### src/sv/bsa_pkg.sv
// Shared constants, status and class codes for the bitmap slab allocator.
// Holds the word mask helper used by the allocator core; no dependencies.
`timescale 1ns / 1ps

package bsa_pkg;

    localparam int SMALL_SLOTS_DEF  = 288;
    localparam int MEDIUM_SLOTS_DEF = 288;
    localparam int LARGE_SLOTS_DEF  = 288;

    localparam int SMALL_BYTES  = 4;
    localparam int MEDIUM_BYTES = 10;
    localparam int LARGE_BYTES  = 16;

    localparam int ADDR_W   = 24;
    localparam int STATUS_W = 3;
    localparam int CLASS_W  = 2;
    localparam int SLOT_W   = 9;
    localparam int MAP_W    = 32;

    localparam logic [ADDR_W-1:0] QUERY_SIZE = 24'hFFFFFF;

    // floor(x / 10) as (x * 6554) >> 16, exact for x below 16384
    localparam int MED_RECIP       = 6554;
    localparam int MED_RECIP_W     = 13;
    localparam int MED_RECIP_SHIFT = 16;

    localparam logic ACT_ALLOC = 1'b0;
    localparam logic ACT_FREE  = 1'b1;

    localparam logic [STATUS_W-1:0] ST_GRANTED  = 3'd0;
    localparam logic [STATUS_W-1:0] ST_NULL     = 3'd1;
    localparam logic [STATUS_W-1:0] ST_TOO_BIG  = 3'd2;
    localparam logic [STATUS_W-1:0] ST_FULL     = 3'd3;
    localparam logic [STATUS_W-1:0] ST_FREED    = 3'd4;
    localparam logic [STATUS_W-1:0] ST_NOT_SLAB = 3'd5;

    localparam logic [CLASS_W-1:0] CLS_NONE   = 2'd0;
    localparam logic [CLASS_W-1:0] CLS_SMALL  = 2'd1;
    localparam logic [CLASS_W-1:0] CLS_MEDIUM = 2'd2;
    localparam logic [CLASS_W-1:0] CLS_LARGE  = 2'd3;

    // Bits of bitmap word w that map to real slots of a class with the given count.
    function automatic logic [MAP_W-1:0] word_mask(int unsigned w, int unsigned slots);
        int unsigned first;
        first = w * MAP_W;
        if (first + MAP_W <= slots)
            return '1;
        else if (first >= slots)
            return '0;
        else
            return (32'd1 << (slots - first)) - 32'd1;
    endfunction

endpackage

### src/sv/bitmap_slab_allocator_core.sv
// Bitmap slab allocator core: three slot classes with free bitmaps in one memory.
// Depends on bsa_pkg for codes, field widths and the word mask helper.
`timescale 1ns / 1ps

// Zero size, oversize, query and null free go from accept via S_DONE to the output.
// Allocate: scans its class and then the larger ones (pipelined reads of the bitmap
// memory, one word a cycle); free: classify, divide, read, write back; classify goes
// straight to done for an address outside the slab. One word in flight; the next
// is taken once the result is registered.
// Reset clears the control state and the per-word valid bits: every slot reads free.
module bitmap_slab_allocator_core #(
    parameter int SMALL_SLOTS  = bsa_pkg::SMALL_SLOTS_DEF,
    parameter int MEDIUM_SLOTS = bsa_pkg::MEDIUM_SLOTS_DEF,
    parameter int LARGE_SLOTS  = bsa_pkg::LARGE_SLOTS_DEF
) (
    input  logic                          clk,
    input  logic                          rst_n,
    input  logic                          cfg_wr_en,
    input  logic [bsa_pkg::ADDR_W-1:0]    cfg_wr_data,
    input  logic                          in_valid,
    output logic                          in_stall,
    input  logic                          action,
    input  logic [bsa_pkg::ADDR_W-1:0]    request_size,
    input  logic [bsa_pkg::ADDR_W-1:0]    free_address,
    output logic                          out_valid,
    input  logic                          out_stall,
    output logic [bsa_pkg::STATUS_W-1:0]  status,
    output logic [bsa_pkg::ADDR_W-1:0]    address,
    output logic [bsa_pkg::CLASS_W-1:0]   size_class,
    output logic [bsa_pkg::SLOT_W-1:0]    slot_index
);
    import bsa_pkg::*;

    localparam int SMALL_WORDS  = (SMALL_SLOTS + MAP_W - 1) / MAP_W;
    localparam int MEDIUM_WORDS = (MEDIUM_SLOTS + MAP_W - 1) / MAP_W;
    localparam int LARGE_WORDS  = (LARGE_SLOTS + MAP_W - 1) / MAP_W;
    localparam int TOTAL_WORDS  = SMALL_WORDS + MEDIUM_WORDS + LARGE_WORDS;
    localparam int MAX_WORDS_SM = (SMALL_WORDS > MEDIUM_WORDS) ? SMALL_WORDS : MEDIUM_WORDS;
    localparam int MAX_WORDS    = (MAX_WORDS_SM > LARGE_WORDS) ? MAX_WORDS_SM : LARGE_WORDS;
    localparam int WORD_W       = (MAX_WORDS > 1) ? $clog2(MAX_WORDS) : 1;
    localparam int MEM_AW       = $clog2(TOTAL_WORDS);
    localparam int IDX_W        = (WORD_W + 5 > SLOT_W) ? WORD_W + 5 : SLOT_W;

    localparam int SMALL_END    = SMALL_SLOTS * SMALL_BYTES;
    localparam int MEDIUM_END   = SMALL_END + MEDIUM_SLOTS * MEDIUM_BYTES;
    localparam int LARGE_END    = MEDIUM_END + LARGE_SLOTS * LARGE_BYTES;
    localparam int SMALL_REG    = SMALL_SLOTS * SMALL_BYTES;
    localparam int MEDIUM_REG   = MEDIUM_SLOTS * MEDIUM_BYTES;
    localparam int LARGE_REG    = LARGE_SLOTS * LARGE_BYTES;
    localparam int REG_MAX_SM   = (SMALL_REG > MEDIUM_REG) ? SMALL_REG : MEDIUM_REG;
    localparam int REG_MAX      = (REG_MAX_SM > LARGE_REG) ? REG_MAX_SM : LARGE_REG;
    localparam int LOC_W        = $clog2(REG_MAX);
    localparam int PROD_W       = LOC_W + MED_RECIP_W;

    localparam logic [ADDR_W-1:0] SMALL_END_A  = ADDR_W'(SMALL_END);
    localparam logic [ADDR_W-1:0] MEDIUM_END_A = ADDR_W'(MEDIUM_END);
    localparam logic [ADDR_W-1:0] LARGE_END_A  = ADDR_W'(LARGE_END);

    typedef enum logic [6:0] {
        S_IDLE     = 7'b0000001,
        S_CLASSIFY = 7'b0000010,
        S_DIVIDE   = 7'b0000100,
        S_FREE_RD  = 7'b0001000,
        S_FREE_WR  = 7'b0010000,
        S_SCAN     = 7'b0100000,
        S_DONE     = 7'b1000000
    } state_t;

    function automatic int class_slots(logic [CLASS_W-1:0] cls);
        unique case (cls)
            CLS_SMALL:  return SMALL_SLOTS;
            CLS_MEDIUM: return MEDIUM_SLOTS;
            default:    return LARGE_SLOTS;
        endcase
    endfunction

    function automatic logic [WORD_W-1:0] class_last(logic [CLASS_W-1:0] cls);
        unique case (cls)
            CLS_SMALL:  return WORD_W'(SMALL_WORDS - 1);
            CLS_MEDIUM: return WORD_W'(MEDIUM_WORDS - 1);
            default:    return WORD_W'(LARGE_WORDS - 1);
        endcase
    endfunction

    function automatic logic [MEM_AW-1:0] map_addr(logic [CLASS_W-1:0] cls,
                                                    logic [WORD_W-1:0] w);
        logic [MEM_AW-1:0] base;
        unique case (cls)
            CLS_SMALL:  base = '0;
            CLS_MEDIUM: base = MEM_AW'(SMALL_WORDS);
            default:    base = MEM_AW'(SMALL_WORDS + MEDIUM_WORDS);
        endcase
        return base + MEM_AW'(w);
    endfunction

    // Bitmap memory and its per-word valid bits
    logic [MAP_W-1:0]       map_mem [0:TOTAL_WORDS-1];
    logic [TOTAL_WORDS-1:0] map_valid_reg;
    logic [MAP_W-1:0]       rd_data_reg;
    logic                   rd_valid_reg;
    logic                   rd_en;
    logic [MEM_AW-1:0]      rd_addr;
    logic                   wr_en;
    logic [MEM_AW-1:0]      wr_addr;
    logic [MAP_W-1:0]       wr_data;

    state_t                 state_reg, state_next;
    logic [ADDR_W-1:0]      region_base_reg;
    logic [ADDR_W-1:0]      faddr_reg, faddr_next;
    logic [CLASS_W-1:0]     cls_reg, cls_next;
    logic [WORD_W-1:0]      word_reg, word_next;
    logic                   scan_end_reg, scan_end_next;
    logic                   chk_valid_reg, chk_valid_next;
    logic [CLASS_W-1:0]     chk_cls_reg, chk_cls_next;
    logic [WORD_W-1:0]      chk_word_reg, chk_word_next;
    logic [LOC_W-1:0]       loc_reg, loc_next;
    logic [IDX_W-1:0]       idx_reg, idx_next;
    logic [STATUS_W-1:0]    res_status_reg, res_status_next;
    logic [ADDR_W-1:0]      res_addr_reg, res_addr_next;
    logic [CLASS_W-1:0]     res_cls_reg, res_cls_next;
    logic [IDX_W-1:0]       res_idx_reg, res_idx_next;
    logic                   out_valid_reg, out_valid_next;
    logic [STATUS_W-1:0]    out_status_reg, out_status_next;
    logic [ADDR_W-1:0]      out_addr_reg, out_addr_next;
    logic [CLASS_W-1:0]     out_cls_reg, out_cls_next;
    logic [IDX_W-1:0]       out_idx_reg, out_idx_next;

    logic [CLASS_W-1:0]     mask_cls;
    logic [WORD_W-1:0]      mask_word;
    logic [MAP_W-1:0]       cur_mask;
    logic [MAP_W-1:0]       cur_word;
    logic [4:0]             low_bit;
    logic [IDX_W-1:0]       found_idx;
    logic [ADDR_W-1:0]      found_scaled;
    logic [ADDR_W-1:0]      found_start;
    logic [ADDR_W-1:0]      offset;
    logic [PROD_W-1:0]      med_prod;
    logic [WORD_W-1:0]      free_word;

    always_ff @(posedge clk)
    begin
        if (wr_en)
            map_mem[wr_addr] <= wr_data;
        if (rd_en)
            rd_data_reg <= map_mem[rd_addr];
    end

    always_ff @(posedge clk or negedge rst_n)
    begin
        if (!rst_n)
        begin
            map_valid_reg <= '0;
            rd_valid_reg  <= 1'b0;
        end
        else
        begin
            if (wr_en)
                map_valid_reg[wr_addr] <= 1'b1;
            if (rd_en)
                rd_valid_reg <= map_valid_reg[rd_addr];
        end
    end

    assign free_word = WORD_W'(idx_reg >> 5);

    // Word under test: the free path looks at its own word, the scan at the checked one
    always_comb
    begin
        if (state_reg == S_FREE_WR)
        begin
            mask_cls  = cls_reg;
            mask_word = free_word;
        end
        else
        begin
            mask_cls  = chk_cls_reg;
            mask_word = chk_word_reg;
        end
        cur_mask = word_mask(int'(mask_word), class_slots(mask_cls));
        cur_word = (rd_valid_reg ? rd_data_reg : cur_mask) & cur_mask;
    end

    always_comb
    begin
        low_bit = '0;
        for (int b = MAP_W - 1; b >= 0; b--)
        begin
            if (cur_word[b])
                low_bit = 5'(b);
        end
    end

    assign found_idx = IDX_W'({chk_word_reg, low_bit});

    always_comb
    begin
        unique case (chk_cls_reg)
            CLS_SMALL:
            begin
                found_start  = '0;
                found_scaled = ADDR_W'(found_idx) << 2;
            end
            CLS_MEDIUM:
            begin
                found_start  = SMALL_END_A;
                found_scaled = (ADDR_W'(found_idx) << 3) + (ADDR_W'(found_idx) << 1);
            end
            default:
            begin
                found_start  = MEDIUM_END_A;
                found_scaled = ADDR_W'(found_idx) << 4;
            end
        endcase
    end

    assign offset   = faddr_reg - region_base_reg;
    assign med_prod = PROD_W'(loc_reg) * PROD_W'(MED_RECIP);

    always_comb
    begin
        state_next      = state_reg;
        faddr_next      = faddr_reg;
        cls_next        = cls_reg;
        word_next       = word_reg;
        scan_end_next   = scan_end_reg;
        chk_valid_next  = chk_valid_reg;
        chk_cls_next    = chk_cls_reg;
        chk_word_next   = chk_word_reg;
        loc_next        = loc_reg;
        idx_next        = idx_reg;
        res_status_next = res_status_reg;
        res_addr_next   = res_addr_reg;
        res_cls_next    = res_cls_reg;
        res_idx_next    = res_idx_reg;
        out_valid_next  = out_valid_reg;
        out_status_next = out_status_reg;
        out_addr_next   = out_addr_reg;
        out_cls_next    = out_cls_reg;
        out_idx_next    = out_idx_reg;
        rd_en           = 1'b0;
        rd_addr         = '0;
        wr_en           = 1'b0;
        wr_addr         = '0;
        wr_data         = '0;

        // drop the output word once taken
        if (out_valid_reg && !out_stall)
            out_valid_next = 1'b0;

        unique case (state_reg)
            S_IDLE:
            begin
                if (in_valid)
                begin
                    res_addr_next = '0;
                    res_cls_next  = CLS_NONE;
                    res_idx_next  = '0;
                    if (action == ACT_ALLOC)
                    begin
                        if (request_size == '0)
                        begin
                            res_status_next = ST_NULL;
                            state_next      = S_DONE;
                        end
                        else if (request_size == QUERY_SIZE ||
                                 request_size > ADDR_W'(LARGE_BYTES))
                        begin
                            res_status_next = ST_TOO_BIG;
                            state_next      = S_DONE;
                        end
                        else
                        begin
                            if (request_size <= ADDR_W'(SMALL_BYTES))
                                cls_next = CLS_SMALL;
                            else if (request_size <= ADDR_W'(MEDIUM_BYTES))
                                cls_next = CLS_MEDIUM;
                            else
                                cls_next = CLS_LARGE;
                            word_next      = '0;
                            scan_end_next  = 1'b0;
                            chk_valid_next = 1'b0;
                            state_next     = S_SCAN;
                        end
                    end
                    else
                    begin
                        if (free_address == '0)
                        begin
                            res_status_next = ST_NULL;
                            state_next      = S_DONE;
                        end
                        else
                        begin
                            faddr_next = free_address;
                            state_next = S_CLASSIFY;
                        end
                    end
                end
            end

            S_CLASSIFY:
            begin
                if (offset < SMALL_END_A)
                begin
                    cls_next   = CLS_SMALL;
                    loc_next   = LOC_W'(offset);
                    state_next = S_DIVIDE;
                end
                else if (offset < MEDIUM_END_A)
                begin
                    cls_next   = CLS_MEDIUM;
                    loc_next   = LOC_W'(offset - SMALL_END_A);
                    state_next = S_DIVIDE;
                end
                else if (offset < LARGE_END_A)
                begin
                    cls_next   = CLS_LARGE;
                    loc_next   = LOC_W'(offset - MEDIUM_END_A);
                    state_next = S_DIVIDE;
                end
                else
                begin
                    res_status_next = ST_NOT_SLAB;
                    state_next      = S_DONE;
                end
            end

            S_DIVIDE:
            begin
                unique case (cls_reg)
                    CLS_SMALL:  idx_next = IDX_W'(loc_reg >> 2);
                    CLS_MEDIUM: idx_next = IDX_W'(med_prod >> MED_RECIP_SHIFT);
                    default:    idx_next = IDX_W'(loc_reg >> 4);
                endcase
                state_next = S_FREE_RD;
            end

            S_FREE_RD:
            begin
                rd_en      = 1'b1;
                rd_addr    = map_addr(cls_reg, free_word);
                state_next = S_FREE_WR;
            end

            S_FREE_WR:
            begin
                wr_en           = 1'b1;
                wr_addr         = map_addr(cls_reg, free_word);
                wr_data         = cur_word | (32'd1 << idx_reg[4:0]);
                res_status_next = ST_FREED;
                res_cls_next    = cls_reg;
                res_idx_next    = idx_reg;
                state_next      = S_DONE;
            end

            S_SCAN:
            begin
                if (chk_valid_reg && cur_word != '0)
                begin
                    // claim the lowest free slot and stop issuing reads
                    wr_en           = 1'b1;
                    wr_addr         = map_addr(chk_cls_reg, chk_word_reg);
                    wr_data         = cur_word & ~(32'd1 << low_bit);
                    res_status_next = ST_GRANTED;
                    res_cls_next    = chk_cls_reg;
                    res_idx_next    = found_idx;
                    res_addr_next   = region_base_reg + found_start + found_scaled;
                    chk_valid_next  = 1'b0;
                    state_next      = S_DONE;
                end
                else if (!scan_end_reg)
                begin
                    rd_en          = 1'b1;
                    rd_addr        = map_addr(cls_reg, word_reg);
                    chk_valid_next = 1'b1;
                    chk_cls_next   = cls_reg;
                    chk_word_next  = word_reg;
                    if (word_reg == class_last(cls_reg))
                    begin
                        // spill into the next larger class
                        if (cls_reg == CLS_LARGE)
                            scan_end_next = 1'b1;
                        else
                        begin
                            cls_next  = cls_reg + 2'd1;
                            word_next = '0;
                        end
                    end
                    else
                        word_next = word_reg + 1'b1;
                end
                else
                begin
                    chk_valid_next = 1'b0;
                    if (!chk_valid_reg)
                    begin
                        res_status_next = ST_FULL;
                        state_next      = S_DONE;
                    end
                end
            end

            S_DONE:
            begin
                if (!out_valid_reg || !out_stall)
                begin
                    out_valid_next  = 1'b1;
                    out_status_next = res_status_reg;
                    out_addr_next   = res_addr_reg;
                    out_cls_next    = res_cls_reg;
                    out_idx_next    = res_idx_reg;
                    state_next      = S_IDLE;
                end
            end

            default:
            begin
                state_next = S_IDLE;
            end
        endcase
    end

    always_ff @(posedge clk or negedge rst_n)
    begin
        if (!rst_n)
        begin
            state_reg       <= S_IDLE;
            region_base_reg <= '0;
            scan_end_reg    <= 1'b0;
            chk_valid_reg   <= 1'b0;
            out_valid_reg   <= 1'b0;
        end
        else
        begin
            state_reg     <= state_next;
            scan_end_reg  <= scan_end_next;
            chk_valid_reg <= chk_valid_next;
            out_valid_reg <= out_valid_next;
            if (cfg_wr_en)
                region_base_reg <= cfg_wr_data;
        end
    end

    always_ff @(posedge clk)
    begin
        faddr_reg      <= faddr_next;
        cls_reg        <= cls_next;
        word_reg       <= word_next;
        chk_cls_reg    <= chk_cls_next;
        chk_word_reg   <= chk_word_next;
        loc_reg        <= loc_next;
        idx_reg        <= idx_next;
        res_status_reg <= res_status_next;
        res_addr_reg   <= res_addr_next;
        res_cls_reg    <= res_cls_next;
        res_idx_reg    <= res_idx_next;
        out_status_reg <= out_status_next;
        out_addr_reg   <= out_addr_next;
        out_cls_reg    <= out_cls_next;
        out_idx_reg    <= out_idx_next;
    end

    assign in_stall   = (state_reg != S_IDLE);
    assign out_valid  = out_valid_reg;
    assign status     = out_status_reg;
    assign address    = out_addr_reg;
    assign size_class = out_cls_reg;
    assign slot_index = out_idx_reg[SLOT_W-1:0];

endmodule

### config.mk
export PLATFORM = sky130hd
export DESIGN_NAME = bitmap_slab_allocator_core
export DESIGN_NICKNAME = d
export VERILOG_FILES = /design/src/sv/bsa_pkg.sv /design/src/sv/bitmap_slab_allocator_core.sv
export SDC_FILE = /design/constraint.sdc
export NUM_CORES = 2
export LEC_CHECK = 0
export ABC_CLOCK_PERIOD_IN_PS = 9600
export BUFFER_PORTS_ARGS = -buffer_cell sky130_fd_sc_hd__clkbuf_2
export CAP_MARGIN = 20
export CORE_ASPECT_RATIO = 0.5
export CORE_UTILIZATION = 25
export CTS_CLUSTER_DIAMETER = 50
export CTS_CLUSTER_SIZE = 12
export DETAILED_ROUTE_END_ITERATION = 8
export PLACE_DENSITY = 0.45
export SYNTH_ARGS = -nofsm -noshare
export SYNTH_HDL_FRONTEND = slang
export SYNTH_SLANG_ARGS = --single-unit
### constraint.sdc
create_clock -name clk -period 9.6 [get_ports clk]
set_input_delay 1.92 -clock clk [delete_from_list [all_inputs] [get_ports clk]]
set_output_delay 1.92 -clock clk [all_outputs]
set_load 0.05 [all_outputs]
Word level (Yosys, flattened, before mapping)
Memory sizes are Yosys's and may differ from the RTL's. A register that Yosys moved wholly into a read port is not among the register bits.
Index checks and enable logic that the tools add are counted.
- register bits after elaboration: 196
- memory bits (writable): 864
- output and inout bits: 40
- input port bits: 78
- memories: 1
- add/subtract/negate cells: 15
- bitwise logic cells: 8
- magnitude comparators: 11
- shift-type cells: 3
- reduce and logical (&&, ||, !) cells: 27
- multipliers: 1
- equality and inequality tests: 34
- muxes and demuxes: 142
- memory list (name ; depth ; bits a word ; read ports ; clocked after Yosys merged registers in ; write ports ; line ; RTL):
    map_mem ; 27 ; 32 ; 1 ; 1 ; 1 ; bitmap_slab_allocator_core.sv:97 ; logic [MAP_W-1:0] map_mem [0:TOTAL_WORDS-1];
- operators by type and width (cell ; count):
    $mux 5 ; 42
    $mux 32 ; 4
    $mux 7 ; 12
    $and 32x32->32 ; 2
    $pmux 32 s2 ; 1
    $shl 1x5->32 const A ; 2
    $pmux 7 s7 ; 1
    $add 24x24->24 ; 2
    $logic_not 24->1 ; 2
    $mux 24 ; 2
    $mux 4 ; 12
    $pmux 24 s2 ; 1
    $pmux 5 s2 ; 4
    $mux 13 ; 3
    $mux 3 ; 11
    $not 32->32 ; 1
    $or 32x32->32 ; 1
    $reduce_bool 32->1 ; 1
    $shl 1x32->32 const A ; 1
    $sub 32x1->32 const B ; 1
    $mux 2 ; 14
    $or 27x27->27 ; 1
    $pmux 9 s3 ; 1
    $ne 2x2->1 const B ; 13
    60 further kinds ; 106

Logic depth before layout (Yosys ltp)
- word-level depth: 46
- mapped depth: 37
- gate-level depth less buffers: 32

Least setup slack after synthesis
OpenSTA, ideal clock, no wires.
- kind: flip-flop to flip-flop
- start: register state_reg[6]
- end: register res_addr_reg[17] (data pin)
- arrival time: 7354 ps
- cell stages (with the launch flop): 33
- setup slack: 1980 ps
- data required time: 9334 ps
- library setup time: 266 ps
- clock period less this slack: 7620 ps
- cell sequence: dfrtp_1 or4_1 clkbuf_1 nor2_1 clkbuf_1 clkbuf_1 nand2_1 o21ai_0 ha_1 or3_1 o211ai_1 a311oi_1 or3_1 clkbuf_1 clkbuf_1 nand3_1 clkinv_1 ha_1 nand2_1 o211ai_1 a21oi_1 o21a_1 or4b_1 and3_1 fa_1 inv_1 ha_1 o21a_1 a2111o_1 a31oi_1 nor2b_1 xnor2_1 nor2_1
- cells in the longest elaborated chain, start to end: 46
- ends and longest elaborated chain (item ; line ; RTL):
    start: declaration ; bitmap_slab_allocator_core.sv:107 ; state_t state_reg, state_next;
    start signal: assignment ; bitmap_slab_allocator_core.sv:435 ; state_reg <= state_next;
    $eq 7x5->1 ; bitmap_slab_allocator_core.sv:169 ; if (state_reg == S_FREE_WR)
    $mux 4 ; bitmap_slab_allocator_core.sv:169 ;
    $sub 9x9->10 ; bsa_pkg.sv:52 ; return (32'd1 << (slots - first)) - 32'd1;
    $shl 1x32->32 ; bsa_pkg.sv:52 ;
    $sub 32x1->32 ; bsa_pkg.sv:52 ;
    $mux 32 ; bsa_pkg.sv:49 ; else if (first >= slots)
    $mux 32 ; bsa_pkg.sv:47 ; if (first + MAP_W <= slots)
    $mux 32 ; bitmap_slab_allocator_core.sv:180 ; cur_word = (rd_valid_reg ? rd_data_reg : cur_mask) & cur_mask;
    $and 32x32->32 ; bitmap_slab_allocator_core.sv:180 ;
    $mux 5 (32 in series) ; bitmap_slab_allocator_core.sv:188 ; if (cur_word[b])
    $add 12x10->13 ; bitmap_slab_allocator_core.sv:206 ; found_scaled = (ADDR_W'(found_idx) << 3) + (ADDR_W'(found_idx) << 1);
    $pmux 13 s2 ; bitmap_slab_allocator_core.sv:197 ; unique case (chk_cls_reg)
    $add 24x24->24 ; bitmap_slab_allocator_core.sv:367 ; res_addr_next = region_base_reg + found_start + found_scaled;
    $mux 24 ; bitmap_slab_allocator_core.sv:358 ; if (chk_valid_reg && cur_word != '0)
    $pmux 24 s2 * ; bitmap_slab_allocator_core.sv:250 ; unique case (state_reg)
    end signal: assignment ; bitmap_slab_allocator_core.sv:454 ; res_addr_reg <= res_addr_next;
    end: declaration ; bitmap_slab_allocator_core.sv:119 ; logic [ADDR_W-1:0] res_addr_reg, res_addr_next;
Mark *: on every way between the ends. The rest lies on a longest branch, timed or not. The select of a mux whose other input is x is not followed.
A chain may end at the register's enable or synchronous reset.

Worst setup path after layout
- start: register state_reg[6]
- end: register res_addr_reg[20] (data pin)
The elaborated chain is that of the path after synthesis.

==> qor.yml <==
status: "finished clean"
grt_pass1_vias: 32800
die_area_sq_um: 202000
synth_edf_count: 1030
hpwlAfterDp_mm: 95.0
start_util: 0.253
dieHeight_um: 318
grt_overflow_total: 0
timing.fmax_ghz: 0.118
hold_ws_ps: 414
finalNetCount: 4552
p_per_area_nw_per_um2: 177
cp.required_ps: 10060
cts_buffers: 112
cts_tree: "done"
maxCapViolCount: 0
min_period_over_period: 0.886
gp_congestion: 0.886
clkSlewWorstSetupHoldPaths_ps: 60
setup-violations-final: 0
port_buffers: 117
drive_above_1_share: 0.107
final_cell_count_no_fill: 6957
synth_area_per_cell_sq_um: 12.0
synth_ff_type: "edfxtp_1"
fin_crit_ps: 8500
num_rows: 115
ios: 118
timing_worst_slew_pin_value_ps: 1160
antenna_found_initial: 3
synth_seq_area_share: 0.650
dpl_cell_area_sq_um: 54100
yosysUniqueCellTypes: 82
rsz0062_at_grt: "false"
cts.sinks: 1092
design_area_sq_um: 57500
top_layer: "met4"
largest_reg_flops: 864
ys_warn_count: 0
timing.final.ws_setup_ps: 1100
synth_seq_cells: 1092
grt_pass1_wl_mm: 227
route.met3.wl_mm: 7.52
drv_slew: 0
cts_resized: 0
cp_max_fo: 31
die_x_um: 635
cp.arrival_ps: 8970
synth_area_sq_um: 50000
synth_nets: 4437
remaining_drc_errors: 0
wl_mm: 155
slowest_delay_ps: 780
drtIter0Drc: 2704
final_core_util: 0.291
area_delta_synth_final_pct: 15.0
cp_num_buf_inv: 3
final_common_cell: "edfxtp_1"
hp-class: "reg -> reg"
avgRoutedWirePerCell_um: 22.2
async_flop_share: 0.0568
dp_cells: 6781
layout_common_cells: "1030 x edfxtp_1, 927 x nand2_1, 353 x nand3_1"
syn_inst: 4151
crit_family: "simple AND/OR/NAND/NOR gates"
relSlewSlack: 0.223
num_vias: 33600
hold_buffers: 0
power.total_mw: 10.2
cts_root_buf: "clkbuf_16"
core_area_sq_um: 198000
track_usage: 0.150
drtAntennaViolNets: 0
htree_levels: 3
wl_met1_mm: 73.7
clock_path_buffers: 3
timing.critical_path.to_type: "register"
clk_latency_ps: 750
ir_drop_v: 0.000154
cts_setup_buffers: 0
grt_max_degree: 170
first_pass_iters: 5
finalHoldViolations: 0
crit_path_start_kind: "register"
p_leak_nw: 19.9
cp_slowest_cell: "nor3_1"
fin_skew_ps: 26.5
avgViaCountPerCell: 4.82
place_ws_ps: 1240
tns_ps: 0
critPathKind: "reg -> reg"
wl_met2_mm: 69.8
## logic make-up (layout without fill, tap and decap cells)
group           count (synthesis)  in the layout  share of synthesized area
compound gates                610            610                     0.0831
buf+inv                       379            552                     0.0308
fa+ha+maj                     208            208                     0.0601
flops                        1092           1092                      0.650
other cells                     0              1                          0
xor+xnor                       59             59                     0.0103
mux                            33             33                    0.00670
simple gates                 1770           1770                      0.159
## report_power, final
part | leakage (nW) | switching [mW] | internal [mW] | total, mW
logic | 9.74 | 0.479 | 0.217 | 0.696
clock network | 1.62 | 1.85 | 2.30 | 4.15
registers | 8.54 | 0.0596 | 5.30 | 5.36
## path summary, 6_finish.rpt
check | depth (start not counted) | end | slack [ps] | start
worst max register to register | 31 | res_addr_reg[20] | 1100 | state_reg[6]
min in group asynchronous | 2 | map_valid_reg[3] | 1440 | rst_n
max in group asynchronous | 2 | chk_valid_reg | 7520 | rst_n
worst max-delay path | 31 | res_addr_reg[20] | 1100 | state_reg[6]
worst min register to register | 0 | address[9] | 410 | res_addr_reg[9]
worst min-delay path | 0 | address[9] | 410 | res_addr_reg[9]
## worst register-to-register path, delay by kind of cell (launching register included)
kind	cells	cell delay [ps]
adders and majority gates	4	1440
xor gates and xnor gates	1	180
and+or+nand+nor	13	3620
buffers and inverters	3	690
DFF	1	420
AOI/OAI and AO/OA	10	1880
## cell usage after synthesis, types with 15 or more instances
library cell,instances,area (sq um)
buf_2,72,360
a31oi_1,68,425
nor4_1,27,169
fa_1,54,1080
mux2i_1,29,290
clkbuf_1,123,462
xor2_1,15,131
or2_2,32,200
ha_1,154,1930
dfrtp_1,61,1530
and2_1,30,188
a211oi_1,16,120
buf_1,18,67.6
nand2_1,928,3480
o211ai_1,49,368
and3_1,60,375
a21oi_1,106,531
nand2b_1,39,244
a21o_1,16,120
nor2_1,154,578
a32oi_1,21,184
o21ai_0,118,591
inv_1,159,597
o22ai_1,17,106
nor2b_1,21,131
a311oi_1,32,280
a22oi_1,25,188
nor3_1,29,145
xnor2_1,44,385
nand3_1,353,1770
edfxtp_1,1030,30900
nand4_1,43,269
## layer usage
metal  GRT usage  vias up
met1       0.218    17100
li1            -    15400
met3      0.0191      196
met4      0.0381        0
met5           0        -
met2       0.236      906
## cell type report
type	instances	area [sq um]
clock buffer	140	2950
fill	20200	140000
tap	2632	3290
antenna	1	2.50
clock inverter	32	394
multi-input combinational	2680	16300
sequential	1092	32500
inverter	160	601
timing repair buffer	220	1480
Note: power is estimated with default switching activity, not from simulation.
